===== src/rtl/wsenc_pkg.sv =====
`default_nettype none
// ----------------------------------------------------------------------------
// wsenc_pkg
// Types, constants and helpers shared by the WebSocket client frame encoder.
// ----------------------------------------------------------------------------
package wsenc_pkg;

  localparam int unsigned LEN_W  = 63;
  localparam int unsigned KEY_W  = 32;
  localparam int unsigned BYTE_W = 8;
  localparam int unsigned OPC_W  = 4;
  localparam int unsigned IDX_W  = 4;

  localparam logic OP_START   = 1'b0;
  localparam logic OP_PAYLOAD = 1'b1;

  localparam logic [BYTE_W-1:0] FIN_BIT    = 8'h80;
  localparam logic [BYTE_W-1:0] MASK_BIT   = 8'h80;
  localparam logic [BYTE_W-1:0] LEN16_CODE = 8'hFE;
  localparam logic [BYTE_W-1:0] LEN64_CODE = 8'hFF;
  localparam logic [LEN_W-1:0]  LEN_INLINE_LIMIT = LEN_W'(126);
  localparam logic [LEN_W-1:0]  LEN16_MAX        = LEN_W'(16'hFFFF);

  typedef enum logic {
    KIND_HEADER,
    KIND_DATA
  } entry_kind_t;

  typedef enum logic [1:0] {
    LEN_SHORT,
    LEN_MID,
    LEN_LONG
  } len_class_t;

  // One queued job: a whole header burst or a single masked payload byte.
  typedef struct packed {
    entry_kind_t        kind;
    logic [OPC_W-1:0]   opcode;
    len_class_t         len_class;
    logic [LEN_W-1:0]   length;
    logic [KEY_W-1:0]   key;
    logic [BYTE_W-1:0]  data;
    logic               last;
  } entry_t;

  function automatic logic [BYTE_W-1:0] key_byte(input logic [KEY_W-1:0] key,
                                                 input logic [1:0] pos);
    logic [BYTE_W-1:0] b;
    case (pos)
      2'd0:    b = key[31:24];
      2'd1:    b = key[23:16];
      2'd2:    b = key[15:8];
      default: b = key[7:0];
    endcase
    return b;
  endfunction

  function automatic logic [IDX_W-1:0] ext_count(input len_class_t c);
    logic [IDX_W-1:0] n;
    case (c)
      LEN_MID:  n = IDX_W'(2);
      LEN_LONG: n = IDX_W'(8);
      default:  n = IDX_W'(0);
    endcase
    return n;
  endfunction

  function automatic logic [IDX_W-1:0] header_last_idx(input len_class_t c);
    return ext_count(c) + IDX_W'(5);
  endfunction

endpackage
`default_nettype wire


===== src/rtl/wsenc_in_if.sv =====
`default_nettype none
// ----------------------------------------------------------------------------
// wsenc_in_if
// Input channel of the frame encoder: start items and payload bytes.
// ----------------------------------------------------------------------------
interface wsenc_in_if
  import wsenc_pkg::*;
();
  logic              valid;
  logic              ready;
  logic              operation;
  logic [OPC_W-1:0]  opcode;
  logic [LEN_W-1:0]  payload_length;
  logic [KEY_W-1:0]  mask_key;
  logic [BYTE_W-1:0] data_byte;

  modport source (output valid, operation, opcode, payload_length, mask_key, data_byte,
                  input ready);
  modport sink (input valid, operation, opcode, payload_length, mask_key, data_byte,
                output ready);
endinterface
`default_nettype wire


===== src/rtl/wsenc_out_if.sv =====
`default_nettype none
// ----------------------------------------------------------------------------
// wsenc_out_if
// Output channel of the frame encoder: one wire byte per beat.
// ----------------------------------------------------------------------------
interface wsenc_out_if
  import wsenc_pkg::*;
();
  logic              valid;
  logic              ready;
  logic [BYTE_W-1:0] out_byte;
  logic              last;

  modport source (output valid, out_byte, last, input ready);
  modport sink (input valid, out_byte, last, output ready);
endinterface
`default_nettype wire


===== src/rtl/websocket_client_frame_encoder.sv =====
`default_nettype none
// ----------------------------------------------------------------------------
// websocket_client_frame_encoder
// Builds masked client-to-server WebSocket frames as a stream of bytes.
// ----------------------------------------------------------------------------
// Channel   Direction  Beat contents
// in_chan   sink       operation, opcode, payload_length, mask_key, data_byte
// out_chan  source     out_byte, last
//
// A payload byte is accepted every cycle while the job queue is not full; its
// masked byte passes through the job queue and then the registered output byte.
// A start item yields a header burst of 6, 8 or 14 bytes, one per cycle while
// the output does not stall, paced by the byte counter of the back part.
// Input stalls only while the job queue is full; output stalls hold the
// registered output byte. Reset clears the frame state and the queue.
// ----------------------------------------------------------------------------
module websocket_client_frame_encoder
  import wsenc_pkg::*;
#(
  parameter int unsigned QUEUE_DEPTH = 2
) (
  input  wire logic   clk,
  input  wire logic   rst_n,
  wsenc_in_if.sink    in_chan,
  wsenc_out_if.source out_chan
);

  logic   q_push, q_full, q_pop, q_head_valid;
  entry_t q_push_entry, q_head_entry;

  wsenc_front u_front (
    .clk     (clk),
    .rst_n   (rst_n),
    .in_chan (in_chan),
    .q_full  (q_full),
    .q_push  (q_push),
    .q_entry (q_push_entry)
  );

  wsenc_queue #(
    .DEPTH (QUEUE_DEPTH)
  ) u_queue (
    .clk        (clk),
    .rst_n      (rst_n),
    .push       (q_push),
    .push_entry (q_push_entry),
    .full       (q_full),
    .pop        (q_pop),
    .head_valid (q_head_valid),
    .head_entry (q_head_entry)
  );

  wsenc_back u_back (
    .clk        (clk),
    .rst_n      (rst_n),
    .head_valid (q_head_valid),
    .head_entry (q_head_entry),
    .pop        (q_pop),
    .out_chan   (out_chan)
  );

endmodule
`default_nettype wire


===== src/rtl/wsenc_front.sv =====
`default_nettype none
// ----------------------------------------------------------------------------
// wsenc_front
// Accepts items, tracks the open frame, masks payload bytes and queues jobs.
// ----------------------------------------------------------------------------
module wsenc_front
  import wsenc_pkg::*;
(
  input  wire logic   clk,
  input  wire logic   rst_n,
  wsenc_in_if.sink    in_chan,
  input  wire logic   q_full,
  output logic        q_push,
  output entry_t      q_entry
);

  logic             frame_open_r, frame_open_nxt;
  logic [LEN_W-1:0] remain_r, remain_nxt;
  logic [KEY_W-1:0] key_r, key_nxt;
  logic [1:0]       pos_r, pos_nxt;

  logic             accept;
  logic             is_start;
  logic [LEN_W-1:0] remain_dec;

  assign in_chan.ready = !q_full;
  assign accept        = in_chan.valid && !q_full;
  assign is_start      = (in_chan.operation == OP_START);
  assign remain_dec    = remain_r - LEN_W'(1);
  assign q_push        = accept && (is_start || frame_open_r);

  always_comb begin
    frame_open_nxt = frame_open_r;
    remain_nxt     = remain_r;
    key_nxt        = key_r;
    pos_nxt        = pos_r;

    q_entry.kind      = KIND_HEADER;
    q_entry.opcode    = in_chan.opcode;
    q_entry.length    = in_chan.payload_length;
    q_entry.key       = in_chan.mask_key;
    q_entry.data      = in_chan.data_byte ^ key_byte(key_r, pos_r);
    q_entry.last      = (in_chan.payload_length == '0);
    if (in_chan.payload_length < LEN_INLINE_LIMIT) begin
      q_entry.len_class = LEN_SHORT;
    end else if (in_chan.payload_length <= LEN16_MAX) begin
      q_entry.len_class = LEN_MID;
    end else begin
      q_entry.len_class = LEN_LONG;
    end

    if (is_start) begin
      if (accept) begin
        key_nxt        = in_chan.mask_key;
        pos_nxt        = 2'd0;
        remain_nxt     = in_chan.payload_length;
        frame_open_nxt = (in_chan.payload_length != '0);
      end
    end else begin
      q_entry.kind = KIND_DATA;
      q_entry.last = (remain_dec == '0);
      if (accept && frame_open_r) begin
        remain_nxt     = remain_dec;
        pos_nxt        = pos_r + 2'd1;
        frame_open_nxt = (remain_dec != '0);
      end
    end
  end

  always_ff @(posedge clk) begin
    if (!rst_n) begin
      frame_open_r <= 1'b0;
      remain_r     <= '0;
      key_r        <= '0;
      pos_r        <= 2'd0;
    end else begin
      frame_open_r <= frame_open_nxt;
      remain_r     <= remain_nxt;
      key_r        <= key_nxt;
      pos_r        <= pos_nxt;
    end
  end

endmodule
`default_nettype wire


===== src/rtl/wsenc_queue.sv =====
`default_nettype none
// ----------------------------------------------------------------------------
// wsenc_queue
// Short first-in first-out queue of jobs between the front and back parts.
// ----------------------------------------------------------------------------
module wsenc_queue
  import wsenc_pkg::*;
#(
  parameter int unsigned DEPTH = 2
) (
  input  wire logic   clk,
  input  wire logic   rst_n,
  input  wire logic   push,
  input  wire entry_t push_entry,
  output logic        full,
  input  wire logic   pop,
  output logic        head_valid,
  output entry_t      head_entry
);

  localparam int unsigned PTR_W = (DEPTH > 1) ? $clog2(DEPTH) : 1;
  localparam int unsigned CNT_W = $clog2(DEPTH + 1);

  entry_t           mem_r [DEPTH];
  logic [PTR_W-1:0] wr_ptr_r, rd_ptr_r;
  logic [CNT_W-1:0] count_r;
  logic             do_pop;

  assign full       = (count_r == CNT_W'(DEPTH));
  assign head_valid = (count_r != '0);
  assign head_entry = mem_r[rd_ptr_r];
  assign do_pop     = pop && head_valid;

  function automatic logic [PTR_W-1:0] advance(input logic [PTR_W-1:0] p);
    return (p == PTR_W'(DEPTH - 1)) ? '0 : p + PTR_W'(1);
  endfunction

  always_ff @(posedge clk) begin
    if (push) begin
      mem_r[wr_ptr_r] <= push_entry;
    end
  end

  always_ff @(posedge clk) begin
    if (!rst_n) begin
      wr_ptr_r <= '0;
      rd_ptr_r <= '0;
      count_r  <= '0;
    end else begin
      if (push) begin
        wr_ptr_r <= advance(wr_ptr_r);
      end
      if (do_pop) begin
        rd_ptr_r <= advance(rd_ptr_r);
      end
      if (push && !do_pop) begin
        count_r <= count_r + CNT_W'(1);
      end else if (do_pop && !push) begin
        count_r <= count_r - CNT_W'(1);
      end
    end
  end

endmodule
`default_nettype wire


===== src/rtl/wsenc_back.sv =====
`default_nettype none
// ----------------------------------------------------------------------------
// wsenc_back
// Serialises queued jobs into wire bytes through a registered output stage.
// ----------------------------------------------------------------------------
module wsenc_back
  import wsenc_pkg::*;
(
  input  wire logic   clk,
  input  wire logic   rst_n,
  input  wire logic   head_valid,
  input  wire entry_t head_entry,
  output logic        pop,
  wsenc_out_if.source out_chan
);

  logic [IDX_W-1:0]  idx_r;
  logic              out_valid_r;
  logic [BYTE_W-1:0] out_byte_r;
  logic              out_last_r;

  logic              take, emit, done;
  logic [BYTE_W-1:0] byte_val;
  logic              last_val;
  logic [IDX_W-1:0]  ext_n, last_idx, ext_pos, key_pos;
  logic [63:0]       ext_word;

  assign take     = !out_valid_r || out_chan.ready;
  assign emit     = head_valid && take;
  assign ext_n    = ext_count(head_entry.len_class);
  assign last_idx = header_last_idx(head_entry.len_class);
  assign ext_pos  = ext_n + IDX_W'(1) - idx_r;
  assign key_pos  = idx_r - IDX_W'(2) - ext_n;
  assign ext_word = {1'b0, head_entry.length};
  assign done     = (head_entry.kind == KIND_DATA) || (idx_r == last_idx);
  assign pop      = emit && done;

  always_comb begin
    byte_val = head_entry.data;
    last_val = head_entry.last;
    if (head_entry.kind == KIND_HEADER) begin
      last_val = head_entry.last && (idx_r == last_idx);
      if (idx_r == IDX_W'(0)) begin
        byte_val = FIN_BIT | {4'h0, head_entry.opcode};
      end else if (idx_r == IDX_W'(1)) begin
        case (head_entry.len_class)
          LEN_MID:  byte_val = LEN16_CODE;
          LEN_LONG: byte_val = LEN64_CODE;
          default:  byte_val = MASK_BIT | {1'b0, head_entry.length[6:0]};
        endcase
      end else if (idx_r < ext_n + IDX_W'(2)) begin
        byte_val = ext_word[ext_pos[2:0]*8 +: 8];
      end else begin
        byte_val = key_byte(head_entry.key, key_pos[1:0]);
      end
    end
  end

  always_ff @(posedge clk) begin
    if (!rst_n) begin
      idx_r       <= '0;
      out_valid_r <= 1'b0;
    end else if (emit) begin
      out_valid_r <= 1'b1;
      idx_r       <= done ? '0 : idx_r + IDX_W'(1);
    end else if (out_chan.ready) begin
      out_valid_r <= 1'b0;
    end
  end

  always_ff @(posedge clk) begin
    if (emit) begin
      out_byte_r <= byte_val;
      out_last_r <= last_val;
    end
  end

  assign out_chan.valid    = out_valid_r;
  assign out_chan.out_byte = out_byte_r;
  assign out_chan.last     = out_last_r;

endmodule
`default_nettype wire

===== src/flat_wrapper.sv =====
// flat-port wrapper written by rule: the top's interface ports become plain ports
module websocket_client_frame_encoder_flat import wsenc_pkg::*;
#(
  parameter int unsigned QUEUE_DEPTH = 2
)
  (clk, rst_n, in_chan_valid, in_chan_operation, in_chan_opcode, in_chan_payload_length, in_chan_mask_key, in_chan_data_byte, in_chan_ready, out_chan_valid, out_chan_out_byte, out_chan_last, out_chan_ready);
  wsenc_in_if in_chan_i ();
  wsenc_out_if out_chan_i ();
  input  wire logic clk;
  input  wire logic rst_n;
  input wire logic [$bits(in_chan_i.valid)-1:0] in_chan_valid;
  input wire logic [$bits(in_chan_i.operation)-1:0] in_chan_operation;
  input wire logic [$bits(in_chan_i.opcode)-1:0] in_chan_opcode;
  input wire logic [$bits(in_chan_i.payload_length)-1:0] in_chan_payload_length;
  input wire logic [$bits(in_chan_i.mask_key)-1:0] in_chan_mask_key;
  input wire logic [$bits(in_chan_i.data_byte)-1:0] in_chan_data_byte;
  output wire logic [$bits(in_chan_i.ready)-1:0] in_chan_ready;
  output wire logic [$bits(out_chan_i.valid)-1:0] out_chan_valid;
  output wire logic [$bits(out_chan_i.out_byte)-1:0] out_chan_out_byte;
  output wire logic [$bits(out_chan_i.last)-1:0] out_chan_last;
  input wire logic [$bits(out_chan_i.ready)-1:0] out_chan_ready;
  assign in_chan_i.valid = in_chan_valid;
  assign in_chan_i.operation = in_chan_operation;
  assign in_chan_i.opcode = in_chan_opcode;
  assign in_chan_i.payload_length = in_chan_payload_length;
  assign in_chan_i.mask_key = in_chan_mask_key;
  assign in_chan_i.data_byte = in_chan_data_byte;
  assign in_chan_ready = in_chan_i.ready;
  assign out_chan_valid = out_chan_i.valid;
  assign out_chan_out_byte = out_chan_i.out_byte;
  assign out_chan_last = out_chan_i.last;
  assign out_chan_i.ready = out_chan_ready;
  websocket_client_frame_encoder #(.QUEUE_DEPTH(QUEUE_DEPTH)) u_core (.clk(clk), .rst_n(rst_n), .in_chan(in_chan_i), .out_chan(out_chan_i));
endmodule

===== config.mk =====
export PLATFORM = sky130hd
export DESIGN_NAME = websocket_client_frame_encoder_flat
export DESIGN_NICKNAME = d
export VERILOG_FILES = /design/src/rtl/wsenc_pkg.sv /design/src/rtl/wsenc_in_if.sv /design/src/rtl/wsenc_out_if.sv /design/src/rtl/websocket_client_frame_encoder.sv /design/src/rtl/wsenc_front.sv /design/src/rtl/wsenc_queue.sv /design/src/rtl/wsenc_back.sv /design/src/flat_wrapper.sv
export SDC_FILE = /design/constraint.sdc
export NUM_CORES = 1
export LEC_CHECK = 0
export ABC_AREA = 0
export ABC_CLOCK_PERIOD_IN_PS = 9600
export BUFFER_PORTS_ARGS = -buffer_cell sky130_fd_sc_hd__buf_4
export CORE_MARGIN = 2
export CORE_UTILIZATION = 60
export DETAILED_ROUTE_END_ITERATION = 7
export PLACE_DENSITY = 0.78
export REMOVE_ABC_BUFFERS = 1
export SLEW_MARGIN = 20
export SYNTH_ARGS = -nofsm -noshare
export SYNTH_HDL_FRONTEND = slang
export SYNTH_SLANG_ARGS = --single-unit

===== constraint.sdc =====
create_clock -name clk -period 9.6 [get_ports clk]
set_input_delay 0.96 -clock clk [delete_from_list [all_inputs] [get_ports clk]]
set_output_delay 0.96 -clock clk [all_outputs]
set_load 0.005 [all_outputs]

==> flow_summary.toml <==
[drt]
route.met3.wl_mm = 4.09
wl_met2_mm = 20.6
wl_met1_mm = 16.9
vias_per_cell = 6.55
ant_nets = 0
top_layer = "met4"
finalWirelength_mm = 43.6
route.detailed.drc = 0
vias = 12400
drtPass1Iterations = 6
drt_iter0_markers = 1654
drt-wirelength-per-cell_um = 23.1

[sta]
timing.final.crit_share_pct = 50.2
skew_ns = 0.0132
drv_slew = 0
finalCriticalPeriod_ns = 4.82
setup-tns-final_ns = 0
relSlewSlack_pct = 30.4
max_slew.worst_pin.slew_ns = 1.04
hold_violations = 0
setup_viol = 0
fmax_mhz = 207
rsz0062_at_grt = "no"

[global_routing]
grt_pass1_vias = 11800
gr-total-overflow = 0
antenna_found_initial = 0
grt_pass1_wl_mm = 67.0
grt_usage_pct = 31.1
grt_max_degree = 86

[critical_path]
critPathMaxStageDelay_ns = 0.64
path_delay_family = "multiplexers"
endpoint_kind = "flop"
cp.arrival_ns = 5.10
critPathKind = "flop to flop"
r2r_end = "u_core.u_back.out_chan.out_byte[3]"
r2r_slack_ns = 4.78
cp_slowest_cell = "dfxtp_4"
crit_chain = "buf_4 -> mux2i_1 -> ha_1 -> inv_1 -> ha_2 -> buf_4 -> mux4_2 -> mux4_2 -> o21ai_0 -> a221oi_1 -> o22a_1"
path_buf_inv = 3
required_ns = 9.88
reg2regPathDepth = 11
critPathMaxFanout = 47
cp-start-kind = "flop"

[cells_and_area]
antennaDiodeCount = 0
multi_input_area_um2 = 6360
final_common_cell = "edfxtp_1"
drive_gt1_share_pct = 16.4
postLayoutCellArea_um2 = 18200
ff_latch_area_um2 = 9100
fillers = 1875
areaGrowthSynthToFinish_pct = 14.4
fin_nets = 1654
most-common-layout-cells = "edfxtp_1, nand2_1, buf_4"

[synth]
synth_compound_area_share_pct = 12.4
synth-xor-area-share_pct = 2.59
synth_flop_cell = "edfxtp_1"
yosysSeqAreaShare_pct = 57.2
synthArstFlopShare_pct = 0
synth_edf_count = 231
synth_fa_ha_area_share_pct = 1.34
syn_area_per_cell_um2 = 11.0
synth_top_family_by_area = "simple AND/OR/NAND/NOR gates"
syn_area_um2 = 15900
synthMuxAreaShare_pct = 7.66
yosys.area_share.simple_pct = 15.9
ys_ff_latch = 339
synth_cells = 1443
synthDistinctLibCells = 74
yosys_warnings = 0

[clocking]
postCtsSetupBuffers = 0
ctsResizeCount = 0
cts-root-buf = "clkbuf_16"
cts-buffers-inserted = 36
clk_path_buf_depth = 3
insertion_delay_ns = 0.53
ctsHoldBuffers = 0
cts_tree = "done"
clkTransAtPathRegs_ns = 0.06
htree_levels = 2
cts_sinks = 339

[worst_hold_path]
min_to = "u_core.u_front.key_r[16]"
hold_depth = 2
worstHoldStart = "u_core.u_front.key_r[16]"
hold_class = "flop to flop"

[die]
die_w_um = 167
coreArea_um2 = 26100
io_pins = 123
rows = 59
fp.dieH_um = 167
die_area_um2 = 27800
start_util_pct = 61.0

[power]
ir_drop_v = 0.000151
p_leak_uw = 0.00632
powerDensity_nw_per_um2 = 247

[placed_design]
place_area_um2 = 17000
dp_hpwl_mm = 29.7
portBuffers = 122
globalplace.congestion = 0.928

[flow_run]
cap_violations = 0

[outcome]
status = "complete, no violations"
[worst max path at each step]
| stage | to | depth (start not counted) | slack (ns) |
|---|---|---|---|
| floorplan | u_core.u_queue.mem_r[0][0] | 3 | 0.74 |
| global placement | u_core.u_back.out_chan.out_byte[3] | 11 | 5.01 |
| detailed placement | u_core.u_back.out_chan.out_byte[3] | 11 | 4.86 |
| CTS | u_core.u_queue.count_r[1] | 13 | 4.76 |
| global route | u_core.u_queue.count_r[1] | 13 | 4.43 |
| finish | u_core.u_back.out_chan.out_byte[3] | 11 | 4.78 |
[cell families after synthesis]
| group | count (synthesis) |
|---|---|
| AND/OR/NAND/NOR | 517 |
| AO/OA/AOI/OAI | 320 |
| adder cells (fa/ha/maj) | 17 |
| multiplexers | 81 |
| buffers and inverters | 122 |
| flip-flops | 339 |
| XOR/XNOR | 47 |
[final cells by class]
cell class	instances	share of cell area, %
multi-input combinational	982	35.0
clock inverter	11	0.688
clock buffer	55	5.69
timing repair buffer	137	5.66
inverter	29	0.599
tap	335	2.31
sequential	339	50.1
[state kept, by name, indices dropped and copies added, names as in the netlist, named ones only]
register	count
u_core.u_queue.mem_r	222
u_core.u_front.remain_r	63
u_core.u_front.key_r	32
u_core.u_back.out_chan.out_byte	8
u_core.u_back.idx_r	4
u_core.u_front.pos_r	2
u_core.u_queue.count_r	2
u_core.u_back.out_chan.last	1
u_core.u_back.out_chan.valid	1
u_core.u_front.frame_open_r	1
u_core.u_queue.rd_ptr_r	1
u_core.u_queue.wr_ptr_r	1
[routing by layer]
layer  vias up  global-route usage, %
li1       5578                      -
met1      5977                   42.6
met2       696                   49.6
met3       115                   4.54
met4         0                   14.4
met5         -                      0
[tightest hold or removal path: stages (launching register included)]
cell	delay (ns)
dfxtp_1	0.31
nand2_1	0.05
a21oi_1	0.05
[synthesized netlist by cell type (17+ instances only)]
cell / n / share of area [%]
a211oi_1: 17 / 0.80
a21oi_1: 125 / 3.9
and2_1: 17 / 0.67
clkbuf_1: 68 / 1.6
dfxtp_1: 108 / 14
edfxtp_1: 231 / 44
ha_1: 17 / 1.3
inv_1: 26 / 0.61
mux2i_1: 44 / 2.8
mux4_2: 32 / 4.5
nand2_1: 176 / 4.2
nand3_1: 22 / 0.69
nand4_1: 26 / 1.0
nor2_1: 120 / 2.8
nor3_1: 42 / 1.3
nor4_1: 38 / 1.5
o21ai_0: 68 / 2.1
o22ai_1: 20 / 0.79
xnor2_1: 23 / 1.3
xor2_1: 24 / 1.3
[through the flow]
step / utilization, % / setup slack (ns) / power, uW / instances / hold slack (ns)
2_1_floorplan: - / 0.738 / 2720 / 1350 / 0.433
5_1_grt: 69.8 / 4.43 / 4680 / 1888 / 0.469
4_1_cts: 69.8 / 4.76 / 4490 / 1888 / 0.456
3_3_place_gp: 65.3 / 5.01 / 3100 / 1822 / 0.441
3_5_place_dp: 65.3 / 4.86 / 3130 / 1822 / 0.446
6_report: 69.8 / 4.78 / 4490 / 1888 / 0.456
[power by group]
group	internal (uW)	switching [uW]	leakage, uW
clock	803	562	0.000557
combinational	482	770	0.00276
sequential	1760	119	0.00300
No activity file was read; power rests on OpenSTA's default activity.
